## config.mk

```make
export PLATFORM = sky130hd
export DESIGN_NAME = binary_signature_classifier
export DESIGN_NICKNAME = d
export VERILOG_FILES = /design/src/bsc_pkg.sv /design/src/binary_signature_classifier.sv /design/src/bsc_match.sv
export SDC_FILE = /design/constraint.sdc
export NUM_CORES = 1
export LEC_CHECK = 0
export BUFFER_PORTS_ARGS = -buffer_cell sky130_fd_sc_hd__buf_2
export CORE_UTILIZATION = 40
export CTS_CLUSTER_DIAMETER = 80
export CTS_CLUSTER_SIZE = 30
export DETAILED_ROUTE_END_ITERATION = 10
export PLACE_DENSITY_LB_ADDON = 0.08
export SETUP_SLACK_MARGIN = 0.3
export SLEW_MARGIN = 20
export SYNTH_ARGS = -nofsm -noshare
export SYNTH_HDL_FRONTEND = slang
export SYNTH_SLANG_ARGS = --single-unit
```

## constraint.sdc

```tcl
create_clock -name clk -period 3.6 [get_ports clk]
set_input_delay 0.36 -clock clk [delete_from_list [all_inputs] [get_ports clk]]
set_output_delay 0.36 -clock clk [all_outputs]
set_load 0.005 [all_outputs]
```

## src/bsc_pkg.sv

```systemverilog
`timescale 1ns / 1ps
package bsc_pkg;

	localparam int WINDOW_BYTES_DEF = 36;
	localparam int MARK_SPAN = 36;
	localparam int MARK_COUNT = 5;
	localparam int MARK_MAX = 18;
	localparam int FLAG_W = 4;
	localparam int DATA_W = 8;

	localparam logic [1:0] FLAG_CFG = 2'd0;
	localparam logic [1:0] FLAG_LOG = 2'd1;
	localparam logic [1:0] FLAG_IMPL = 2'd2;
	localparam logic [1:0] FLAG_GAME = 2'd3;

	localparam logic CLASS_NONE = 1'b0;
	localparam logic CLASS_FAMILY = 1'b1;

	localparam logic [4:0] MARK_LEN [MARK_COUNT] = '{5'd11, 5'd11, 5'd10, 5'd18, 5'd13};

	localparam logic [1:0] MARK_FLAG [MARK_COUNT] = '{FLAG_CFG, FLAG_LOG, FLAG_IMPL,
		FLAG_GAME, FLAG_GAME};

	localparam logic [DATA_W-1:0] MARK_TEXT [MARK_COUNT][MARK_MAX] = '{
		'{8'h46, 8'h46, 8'h31, 8'h33, 8'h46, 8'h69, 8'h78, 8'h2E, 8'h69, 8'h6E, 8'h69,
			8'h00, 8'h00, 8'h00, 8'h00, 8'h00, 8'h00, 8'h00},
		'{8'h46, 8'h46, 8'h31, 8'h33, 8'h46, 8'h69, 8'h78, 8'h2E, 8'h6C, 8'h6F, 8'h67,
			8'h00, 8'h00, 8'h00, 8'h00, 8'h00, 8'h00, 8'h00},
		'{8'h4F, 8'h6E, 8'h65, 8'h54, 8'h77, 8'h65, 8'h61, 8'h6B, 8'h4E, 8'h47,
			8'h00, 8'h00, 8'h00, 8'h00, 8'h00, 8'h00, 8'h00, 8'h00},
		'{8'h46, 8'h69, 8'h6E, 8'h61, 8'h6C, 8'h20, 8'h46, 8'h61, 8'h6E, 8'h74, 8'h61,
			8'h73, 8'h79, 8'h20, 8'h58, 8'h49, 8'h49, 8'h49},
		'{8'h66, 8'h66, 8'h78, 8'h69, 8'h69, 8'h69, 8'h69, 8'h6D, 8'h67, 8'h2E, 8'h65,
			8'h78, 8'h65, 8'h00, 8'h00, 8'h00, 8'h00, 8'h00}
	};

	function automatic logic verdict(input logic [FLAG_W-1:0] f);
		logic cfg;
		logic lg;
		logic impl;
		logic game;
		cfg = f[FLAG_CFG];
		lg = f[FLAG_LOG];
		impl = f[FLAG_IMPL];
		game = f[FLAG_GAME];
		return ((cfg && (lg || impl || game)) || (impl && lg && game)) ? CLASS_FAMILY
			: CLASS_NONE;
	endfunction

endpackage

```

## src/binary_signature_classifier.sv

```systemverilog
`timescale 1ns / 1ps
// Scans a binary image streamed one byte per item and reports, on the item
// marked tlast, whether known markers of the fix family were found. One byte
// is taken every cycle: all marker comparisons, plain and UTF-16LE, run in
// parallel, combinationally, between the input register and the result register.
// The verdict is registered when its last byte is compared. Input stalls
// only when a last byte reaches the compare stage while the previous verdict
// is still waiting to be taken. m_axis_tdata holds product_class in bit 0
// and marker_flags in bits 4:1 (config, log, implementation, game).
module binary_signature_classifier import bsc_pkg::*; #(
	parameter int WINDOW_BYTES = WINDOW_BYTES_DEF
) (
	input  logic        clk,
	input  logic        arst_n,
	input  logic        s_axis_tvalid,
	output logic        s_axis_tready,
	input  logic [7:0]  s_axis_tdata,  // [7:0] data_byte
	input  logic        s_axis_tlast,  // last_byte
	output logic        m_axis_tvalid,
	input  logic        m_axis_tready,
	output logic [7:0]  m_axis_tdata   // [0] product_class, [4:1] marker_flags, [7:5] zero
);

	localparam int HIST = WINDOW_BYTES - 1;
	localparam int HIST_OFS = WINDOW_BYTES - MARK_SPAN;

	logic              valid_s1;
	logic [DATA_W-1:0] data_s1;
	logic              last_s1;

	logic [DATA_W-1:0] hist_q [HIST];
	logic [FLAG_W-1:0] flags_q;

	logic              out_valid_q;
	logic              out_class_q;
	logic [FLAG_W-1:0] out_flags_q;

	logic [DATA_W-1:0] win [MARK_SPAN];
	logic [FLAG_W-1:0] hits;
	logic [FLAG_W-1:0] flags_next;
	logic              step_ok;
	logic              step;

	assign step_ok = !last_s1 || !out_valid_q || m_axis_tready;
	assign step = valid_s1 && step_ok;
	assign s_axis_tready = !valid_s1 || step_ok;

	always_comb begin
		for (int j = 0; j < MARK_SPAN - 1; j++)
			win[j] = hist_q[HIST_OFS + j];
		win[MARK_SPAN-1] = data_s1;
	end

	bsc_match u_match (
		.win  (win),
		.hits (hits)
	);

	assign flags_next = flags_q | hits;

	always_ff @(posedge clk or negedge arst_n) begin
		if (!arst_n) begin
			valid_s1 <= 1'b0;
		end else if (s_axis_tready) begin
			valid_s1 <= s_axis_tvalid;
		end
	end

	always_ff @(posedge clk) begin
		if (s_axis_tready) begin
			data_s1 <= s_axis_tdata;
			last_s1 <= s_axis_tlast;
		end
	end

	always_ff @(posedge clk or negedge arst_n) begin
		if (!arst_n) begin
			for (int i = 0; i < HIST; i++)
				hist_q[i] <= '0;
			flags_q <= '0;
		end else if (step) begin
			if (last_s1) begin
				for (int i = 0; i < HIST; i++)
					hist_q[i] <= '0;
				flags_q <= '0;
			end else begin
				for (int i = 0; i < HIST - 1; i++)
					hist_q[i] <= hist_q[i+1];
				hist_q[HIST-1] <= data_s1;
				flags_q <= flags_next;
			end
		end
	end

	always_ff @(posedge clk or negedge arst_n) begin
		if (!arst_n) begin
			out_valid_q <= 1'b0;
		end else if (step && last_s1) begin
			out_valid_q <= 1'b1;
		end else if (m_axis_tready) begin
			out_valid_q <= 1'b0;
		end
	end

	always_ff @(posedge clk) begin
		if (step && last_s1) begin
			out_class_q <= verdict(flags_next);
			out_flags_q <= flags_next;
		end
	end

	assign m_axis_tvalid = out_valid_q;
	assign m_axis_tdata = {3'b000, out_flags_q, out_class_q};

	a_verdict_from_last: assert property (@(posedge clk) disable iff (!arst_n)
		$rose(m_axis_tvalid) |-> $past(valid_s1 && last_s1))
		else $error("verdict without a last byte");

	a_clear_after_last: assert property (@(posedge clk) disable iff (!arst_n)
		(step && last_s1) |=> (flags_q == '0 && hist_q[HIST-1] == '0))
		else $error("window or flags not cleared after last byte");

	a_family_needs_two: assert property (@(posedge clk) disable iff (!arst_n)
		(m_axis_tvalid && m_axis_tdata[0]) |-> ($countones(m_axis_tdata[4:1]) >= 2))
		else $error("family verdict without corroboration");

endmodule

```

## src/bsc_match.sv

```systemverilog
`timescale 1ns / 1ps
module bsc_match import bsc_pkg::*; (
	input  logic [DATA_W-1:0] win [MARK_SPAN],
	output logic [FLAG_W-1:0] hits
);

	logic plain_ok [MARK_COUNT];
	logic wide_ok [MARK_COUNT];

	always_comb begin
		for (int k = 0; k < MARK_COUNT; k++) begin
			plain_ok[k] = 1'b1;
			wide_ok[k] = 1'b1;
			for (int i = 0; i < MARK_MAX; i++) begin
				if (i < int'(MARK_LEN[k])) begin
					if (win[MARK_SPAN - int'(MARK_LEN[k]) + i] != MARK_TEXT[k][i])
						plain_ok[k] = 1'b0;
					if (win[MARK_SPAN - 2 * int'(MARK_LEN[k]) + 2 * i] != MARK_TEXT[k][i])
						wide_ok[k] = 1'b0;
					if (win[MARK_SPAN - 2 * int'(MARK_LEN[k]) + 2 * i + 1] != '0)
						wide_ok[k] = 1'b0;
				end
			end
		end
	end

	always_comb begin
		hits = '0;
		for (int k = 0; k < MARK_COUNT; k++) begin
			if (plain_ok[k] || wide_ok[k])
				hits[MARK_FLAG[k]] = 1'b1;
		end
	end

endmodule
```

## After elaboration in Yosys (flattened, before gate mapping)

Index checks and enable logic that the tools add are counted.

| cells by class | value |
|---|---|
| multiplexer cells | 175 |
| reductions and logical operators | 38 |
| bitwise operators | 1 |
| equality and inequality tests | 105 |

Operator list:

| operator | number |
|---|---|
| $ne 8x7->1 const B | 95 |
| $mux 280 | 1 |
| $mux 1 | 173 |
| $reduce_bool 8->1 | 18 |
| $ne 8x6->1 const B | 10 |
| $logic_or 1x1->1 | 11 |
| $logic_and 1x1->1 | 5 |
| $mux 4 | 1 |
| $or 4x4->4 | 1 |
| $logic_not 1->1 | 3 |
| $reduce_bool 2->1 | 1 |

| word-level totals | value |
|---|---|
| logic and storage cells | 361 |
| register bits after elaboration | 300 |
| output and inout bits | 10 |

## Logic depth before layout (Yosys ltp)

Gate-level depths: netlist (run 1).

| logic depth | value |
|---|---|
| depth after elaboration | 46 |
| mapped depth | 8 |
| depth with buffers taken out | 8 |

## Modules after synthesis

From an unflattened synthesis (run 1), not the netlist that was laid out.

| unflattened totals | value |
|---|---|
| cells, all modules | 927 |
| area, all modules | 12339.3 µm² |

By module, submodules not included:

| module | area each (µm²) | times used | cells an instance | seq. area each (µm²) |
|---|---|---|---|---|
| binary_signature_classifier | 10580.1 | 1 | 675 | 7577.3 |
| bsc_match | 1759.2 | 1 | 252 | 0.0 |

## Least setup slack after synthesis (run 1)

No wires, ideal clock.

| timing | value |
|---|---|
| kind | flip-flop to flip-flop |
| start | register hist_q[7] (netlist name) |
| end | register out_class_q (data pin) |
| setup slack | 1.132 ns |
| data arrival time | 2.309 ns |
| stages on the path, launching flop included | 9 |
| required time | 3.442 ns |
| path buffers | 0 |
| path through | dfrtp_1 or4b_1 or4b_1 nor4_1 nand4_1 nand3_1 o21ba_2 nor2b_1 a211oi_2 |

| between the ends | value |
|---|---|
| cells in the longest elaborated chain, start to end | 11 |
| elaborated cells between the ends (all ways) | 47 |
| classes of those cells | 9 x eq/ne; 26 x mux; 1 x bitwise; 11 x reduce/logical |

RTL lines:

| what | RTL line | RTL |
|---|---|---|
| start: declaration | binary_signature_classifier.sv:31 | `logic [DATA_W-1:0] hist_q [HIST];` |
| start signal: indexed assignment | binary_signature_classifier.sv:88 | `hist_q[i] <= hist_q[i+1];` |
| start signal: indexed assignment | binary_signature_classifier.sv:89 | `hist_q[HIST-1] <= data_s1;` |
| $ne 8x7->1, on equally long branches | bsc_match.sv:16, bsc_match.sv:18 |  |
| $mux 1, on equally long branches | bsc_match.sv:16, bsc_match.sv:18 |  |
| $mux 1, on equally long branches | bsc_match.sv:16, bsc_match.sv:20 |  |
| $logic_or 1x1->1 | bsc_match.sv:30 | `if (plain_ok[k] \|\| wide_ok[k])` |
| $mux 1 | bsc_match.sv:30 |  |
| $mux 1 / $or 4x4->4 (equally long branches) | bsc_match.sv:30, binary_signature_classifier.sv:59 |  |
| $or 4x4->4 * | binary_signature_classifier.sv:59 | `assign flags_next = flags_q \| hits;` |
| $logic_or 1x1->1 | bsc_pkg.sv:46 | `return ((cfg && (lg \|\| impl \|\| game)) \|\| (impl && lg && game)) ? CLASS_FAMILY` |
| $logic_and 1x1->1 | bsc_pkg.sv:46 |  |
| $logic_or 1x1->1 * | bsc_pkg.sv:46 |  |
| $mux 1 * | bsc_pkg.sv:46 |  |
| end signal: assignment | binary_signature_classifier.sv:107 | `out_class_q <= verdict(flags_next);` |
| end: declaration | binary_signature_classifier.sv:35 | `logic out_class_q;` |

Every way passes the cells marked *; elsewhere a longest branch is shown, timed or not.
A chain may end at the register's enable or synchronous reset.

## Worst setup path after layout (run 1)

| timing | value |
|---|---|
| start | register hist_q[50] (netlist name) |
| end | register out_class_q (data pin) |

| between the ends | value |
|---|---|
| cells in the longest elaborated chain, start to end | 17 |
| elaborated cells between the ends (all ways) | 97 |
| classes of those cells | 6 x eq/ne; 79 x mux; 1 x bitwise; 11 x reduce/logical |

RTL lines:

| what | RTL line |
|---|---|
| $ne 8x7->1, or another cell as far along | bsc_match.sv:16, bsc_match.sv:18 |
| $mux 1, on equally long branches | bsc_match.sv:16, bsc_match.sv:18 |
| $mux 1, on equally long branches | bsc_match.sv:16, bsc_match.sv:20 |
| $mux 1, on equally long branches | bsc_match.sv:16, bsc_match.sv:18 |
| $mux 1, on equally long branches | bsc_match.sv:16, bsc_match.sv:20 |
| $mux 1, on equally long branches | bsc_match.sv:16, bsc_match.sv:18 |
| $mux 1, on equally long branches | bsc_match.sv:16, bsc_match.sv:20 |
| $mux 1, on equally long branches | bsc_match.sv:16, bsc_match.sv:18 |
| $mux 1, on equally long branches | bsc_match.sv:16, bsc_match.sv:20 |
| $logic_or 1x1->1 | bsc_match.sv:30 |
| $mux 1 | bsc_match.sv:30 |
| $mux 1 / $or 4x4->4 (equally long branches) | bsc_match.sv:30, binary_signature_classifier.sv:59 |
| $or 4x4->4 * | binary_signature_classifier.sv:59 |
| $logic_or 1x1->1 | bsc_pkg.sv:46 |
| $logic_and 1x1->1 | bsc_pkg.sv:46 |
| $logic_or 1x1->1 * | bsc_pkg.sv:46 |
| $mux 1 * | bsc_pkg.sv:46 |

Marks and branches as above.

==> impl_metrics.tcl, run 1 <==
set metrics [dict create \
    synth_edf_count 14 \
    grt_overflow_total 0 \
    nets 955 \
    seq_power_share_pct 59.6 \
    hp-class "in -> reg" \
    netSwitchingFraction_pct 26.4 \
    grt_pass1_vias 8644 \
    instances_no_fill 1340 \
    fmax_mhz 319 \
    area_growth_pct 9.36 \
    combPwrFrac_pct 6.7 \
    slew-limit-headroom_pct 43.9 \
    cp.arrival_ns 3.52 \
    root_buffer "clkbuf_16" \
    multiInputGateArea_um2 4460 \
    clock_latency_ns 0.53 \
    end_kind "flop" \
    drt_wl_total_um 37800 \
    drt_iter0_drc 837 \
    synth_seq_cells 300 \
    cts_buffers 15 \
    slew_violations 0 \
    synthArstFlopShare_pct 95.3 \
    p_per_area_nw_per_um2 441 \
    grt_pass1_wl_um 57800 \
    clk_path_buf_depth 3 \
    cts_tree "yes" \
    antenna_found_initial 0 \
    dpl.cell_count 1308 \
    p_sw_mw 1.56 \
    tightestPinTransition_ns 0.834 \
    status "finished clean" \
    drcViolationCount 0 \
    cap_violations 0 \
    grt_usage_pct 24.7 \
    ir_drop_mv 0.343 \
    vias 8642 \
    synthCells 939 \
    hold_violations 0 \
    fp.dieArea_um2 31400 \
    die_height_um 177 \
    grt_setup_unrepaired "false" \
    wl_per_cell_um 28.2 \
    core_um2 30000 \
    rows 63 \
    internal-power_mw 4.37 \
    routabilityCongestion 0.997 \
    skew_ns 0.0178 \
    yosysUniqueCellTypes 46 \
    startpoint_type "flop" \
    drtAntennaViolNets 0 \
    ys_seq_area_share_pct 61.7 \
    power_frac_clock_pct 33.6 \
    finalCriticalPeriod_ns 3.14 \
    fillers 2747 \
    worstSetupPathType "reg -> reg" \
    yosys_warnings 0 \
    htreeDepth 1 \
    required_ns 3.98 \
    setup_tns_ns 0 \
    start_util_pct 41.0 \
    clkTransAtPathRegs_ns 0.12 \
    via_per_inst 6.45 \
    netlist_area_um2 12300 \
    dieWidth_um 177 \
    worstPathMaxFanout 6 \
    setup_violations 0 \
    n_antenna_cell 0 \
    power.static_leakage_nw 6.03 \
    regArea_um2 7580 \
    dp_hpwl_um 25900 \
    synth_ff_type "dfrtp_1" \
    syn_area_per_cell_um2 13.1 \
    layout_worst_path_cycle_share_pct 87.2 \
    clock-sinks 300 \
    pin_count 23 \
    placement.io_buffers 19 \
    grt_max_degree 139 \
    drive_gt1_share_pct 8.53 \
    firstDrtPassIters 6 \
]
[layer usage]
layer	share of wire [%]	track usage [%]	wire [um]
met5	0	0	0
met4	3.6	7.87	1380
met3	5.3	4.07	2010
met2	46	37.5	17200
met1	45	36.1	17200
[what timing repair did]
item                       in CTS  in global routing
gates resized for setup         0                  1
hold endpoints to repair       41                  0
buffers inserted                0                  0
hold buffers                    7                  0
setup endpoints to repair       0                  1
[per-stage QoR]
stage	hold slack, ns	utilization [%]	power (mW)	instance area (um2)	setup WS [ns]
6_report	0.0171	44.9	5.93	13400	0.461
5_1_grt	0.0122	44.9	6.14	13400	0.370
4_1_cts	0.00282	44.8	6.01	13400	0.541
3_5_place_dp	0.267	43.0	3.99	12900	0.570
3_3_place_gp	0.268	43.0	4.00	12900	0.579
2_1_floorplan	0.0644	-	3.77	12300	1.13
[synthesized netlist by cell type (all sizes together) (7+ instances only)]
cell	instances	area, um2
nand4b	11	96.3
buf	11	56.3
and4	7	61.3
clkbuf	54	203
nor3	11	55.1
nor4b	23	201
edfxtp	14	420
nand4	35	219
nor3b	7	52.6
nor4bb	14	140
nor2	18	67.6
dfrtp	286	7160
nand2b	9	56.3
nand3	14	70.1
nand2	22	82.6
nor4	51	349
nor2b	12	75.1
a22o	279	2440
and4b	9	90.1
inv	7	26.3
[cell type report]
class	count	area share, %
Clock buffer	16	2.82
Clock inverter	9	0.670
Inverter	7	0.195
Multi-Input combinational cell	569	33.2
Sequential cell	300	56.4
Tap cell	390	3.63
Timing Repair Buffer	49	3.15
[flip-flops by register name, summed over array words and instances, names as in the netlist]
signal and count:
hist_q 280, valid_s1 1, data_s1 8, m_axis_tvalid 1
flags_q 4, last_s1 1, out_class_q 1, out_flags_q 4
[placed cells by master, fill, tap and decap left out, drive strengths merged, types with 4 or more instances in the layout]
master	n
buf	42
nor3b	7
nand4	35
and4b	9
or4b	5
nor4b	23
or4	5
a22o	279
clkinv	4
nor2	18
nand3	14
edfxtp	14
and4	7
nor2b	12
nor4bb	14
nor3	11
dfrtp	286
dlygate4sd3	7
nand4b	11
inv	11
and3b	4
nor4	51
clkbuf	16
o21ai	4
nand2b	9
nand2	22
[cell families (layout without fill, tap and decap cells)]
family                 after synthesis  after routing  synth area share, %
AO/OA/AOI/OAI                      295            295                 20.9
other                                1              3               0.0305
buffers and inverters               72             81                 2.32
AND/OR/NAND/NOR                    271            271                 15.1
flip-flops                         300            300                 61.7
[final timing paths]
kind	from	end	slack, ns	depth (start not counted)
setup / recovery	hist_q[50]$_DFFE_PN0P_	out_class_q$_DFFE_PP_	0.46	8
hold / removal	s_axis_tvalid	valid_s1$_DFFE_PN0P_	0.02	2
setup reg to reg	hist_q[50]$_DFFE_PN0P_	out_class_q$_DFFE_PP_	0.46	8
hold reg to reg	hist_q[274]$_DFFE_PN0P_	hist_q[274]$_DFFE_PN0P_	0.51	1
max in group asynchronous	arst_n	m_axis_tvalid$_DFFE_PN0P_	2.21	3
min in group asynchronous	arst_n	hist_q[182]$_DFFE_PN0P_	0.30	2
[power groups by stage]
stage,Sequential [mW],Clock [mW],Combinational [mW]
global placement,3.60,0,0.399
floorplan,3.56,0,0.213
global route,3.54,2.16,0.441
detailed placement,3.60,0,0.394
CTS,3.53,2.07,0.402
finish,3.54,2.00,0.399
[worst max-delay path, stage by stage (launching register included)]
cell	delay [ns]
dfrtp_1	0.49
nor4b_1	0.42
nand4_1	0.34
or4_1	0.59
nor4_1	0.44
a22oi_1	0.14
o21ba_2	0.29
nor2b_1	0.15
a211oi_2	0.14
(Power assumes the default switching activity.)
==> run 2, diff against run 1 <==
--- a/config.mk
+++ b/config.mk
@@ -15,4 +15,5 @@
 export SLEW_MARGIN = 20
 export SYNTH_ARGS = -nofsm -noshare
 export SYNTH_HDL_FRONTEND = slang
+export SYNTH_HIERARCHICAL = 1
 export SYNTH_SLANG_ARGS = --single-unit
==> impl_metrics.tcl, run 2 <==
set metrics [dict create \
    p_sw_mw 1.63 \
    required_ns 3.98 \
    antenna_found_initial 2 \
    hold_violations 0 \
    seq_power_share_pct 58.0 \
    cts_buffers 16 \
    dp_hpwl_um 26000 \
    setup_tns_ns 0 \
    holdWs_ns 0.0135 \
    yosys_warnings 6 \
    yosysUniqueCellTypes 48 \
    skew_ns 0.0211 \
    wl_per_cell_um 28.2 \
    setup_ws_ns 0.504 \
    n_antenna_cell 0 \
    grt_max_degree 97 \
    clk_path_buf_depth 3 \
    drcViolationCount 0 \
    syn_area_per_cell_um2 13.3 \
    tightestPinTransition_ns 0.876 \
    p_per_area_nw_per_um2 462 \
    netlist_area_um2 12300 \
    die_height_um 178 \
    grt_overflow_total 0 \
    yosysMostFrequentCell "dfrtp_1" \
    drt_wl_total_um 37200 \
    synth_seq_cells 300 \
    core_um2 30000 \
    synth_ff_type "dfrtp_1" \
    worstSetupPathType "reg -> reg" \
    yosys.area.top_type "dfrtp_1" \
    layout_commonest_cell "dfrtp_1" \
    ys_seq_area_share_pct 61.4 \
    firstDrtPassIters 5 \
    pin_count 23 \
    final_core_util_pct 44.7 \
    slew_violations 0 \
    pre_cts_ws_ns 0.587 \
    drt_iter0_drc 879 \
    place_area_um2 12800 \
    internal-power_mw 4.56 \
    report.power.total_mw 6.19 \
    clkTransAtPathRegs_ns 0.10 \
    ir_drop_mv 0.304 \
    grt_usage_pct 24.4 \
    routabilityCongestion 0.967 \
    synth_commonest_cells "286 x dfrtp_1, 280 x a22o_1, 44 x buf_2, 38 x nand4_1, 34 x nor4_1" \
    rows 63 \
    synthArstFlopShare_pct 95.3 \
    worstPathMaxFanout 3 \
    fin_area_um2 13400 \
    mostFrequentLayoutCells "286 x dfrtp_1, 280 x a22o_1, 38 x nand4_1" \
    end_kind "flop" \
    combPwrFrac_pct 7.6 \
    power.static_leakage_nw 5.94 \
    finalCriticalPeriod_ns 3.10 \
    cts_tree "yes" \
    largest_register "hist_q" \
    grt_pass1_wl_um 57400 \
    drtAntennaViolNets 0 \
    root_buffer "clkbuf_16" \
    cp.arrival_ns 3.48 \
    clock-sinks 300 \
    clock_latency_ns 0.53 \
    top_regs "hist_q: 280 flops, data_s1: 8 flops" \
    via_per_inst 6.52 \
    placement.io_buffers 19 \
    layout_worst_path_cycle_share_pct 86.0 \
    status "finished clean" \
    start_util_pct 41.2 \
    hp-class "in -> reg" \
    instances_no_fill 1320 \
    drive_gt1_share_pct 8.17 \
    synth_edf_count 14 \
    fp.dieArea_um2 31600 \
    synth_area_leaders "dfrtp_1 58%, a22o_1 20%, edfxtp_1 3.4%, nand4_1 1.9%, buf_2 1.8%" \
    power_frac_clock_pct 34.4 \
    nets 936 \
    slew-limit-headroom_pct 41.5 \
    grt_pass1_vias 8748 \
    dpl.cell_count 1288 \
    setup_violations 0 \
    netSwitchingFraction_pct 26.4 \
    largest_reg_flops 280 \
    cap_violations 0 \
    dieWidth_um 178 \
    vias 8612 \
    synthCells 927 \
    area_growth_pct 8.54 \
    fmax_mhz 323 \
    synthDominantCellAreaShare_pct 58.0 \
    htreeDepth 1 \
    grt_setup_unrepaired "false" \
    startpoint_type "flop" \
]
==> run 2: cell types whose count changed after synthesis, moves of 6 or more <==
| cell | change |
|---|---|
| and4_1 | -6 |
| buf_2 | +44 |
| buf_6 | +10 |
| clkbuf_1 | -51 |
| nand2b_1 | -6 |
| nand4b_1 | +6 |
| nor2_1 | +9 |
| nor3_1 | +8 |
| nor4_1 | -15 |
==> run 2: kinds of logic after synthesis <==
family                 synth area share (%)
other                                0.0304
AOI/OAI and AO/OA                      21.0
and+or+nand+nor                        14.2
buffers and inverters                  3.34
DFF                                    61.4
==> run 2: critical path, stage by stage (launching register included) <==
cell and delay (ns):
dfrtp_1 0.42, nor3b_1 0.64, nand4b_1 0.16, nor4_1 0.76, nand4b_4 0.17, o32ai_2 0.35
nor2_1 0.13, o21ai_0 0.18, o21a_1 0.14
==> run 2: final timing paths <==
check                                   startpoint                 endpoint  slack, ns  cells past startpoint
setup reg to reg           hist_q[135]$_DFFE_PN0P_    out_class_q$_DFFE_PP_       0.50                      8
hold / removal                     s_axis_tdata[6]     data_s1[6]$_DFFE_PP_       0.01                      1
max in group asynchronous                   arst_n  hist_q[106]$_DFFE_PN0P_       2.08                      3
hold reg to reg            hist_q[276]$_DFFE_PN0P_  hist_q[276]$_DFFE_PN0P_       0.52                      1
min in group asynchronous                   arst_n  hist_q[160]$_DFFE_PN0P_       0.41                      2
setup / recovery           hist_q[135]$_DFFE_PN0P_    out_class_q$_DFFE_PP_       0.50                      8
==> run 2: per-layer routing <==
metal / up-vias / GRT usage [%] / wire length, um
li1: 3716 / - / -
met1: 4558 / 35.9 / 17300
met2: 258 / 36.7 / 16800
met3: 80 / 3.32 / 1690
met4: 0 / 8.44 / 1390
met5: - / 0 / 0
==> run 2: timing repair <==
action                                 CTS  global route
buffers inserted                         0             0
resized for setup                        0             0
endpoints found under the hold margin   81             2
hold buffers                             5             2
==> run 2: cell type report <==
type	instances	area [um2]
Inverter	4	15.0
Sequential cell	300	7580
Tap cell	390	488
Clock buffer	18	439
Multi-Input combinational cell	559	4380
Clock inverter	7	95.1
Fill cell	2775	16600
Timing Repair Buffer	42	395
==> run 2: power by group through the flow <==
| stage | registers (mW) | clock network [mW] | logic [mW] |
|---|---|---|---|
| 2_1_floorplan | 3.61 | 0 | 0.300 |
| 6_report | 3.59 | 2.13 | 0.472 |
| 3_3_place_gp | 3.65 | 0 | 0.465 |
| 5_1_grt | 3.60 | 2.32 | 0.522 |
| 4_1_cts | 3.59 | 2.20 | 0.474 |
| 3_5_place_dp | 3.65 | 0 | 0.467 |
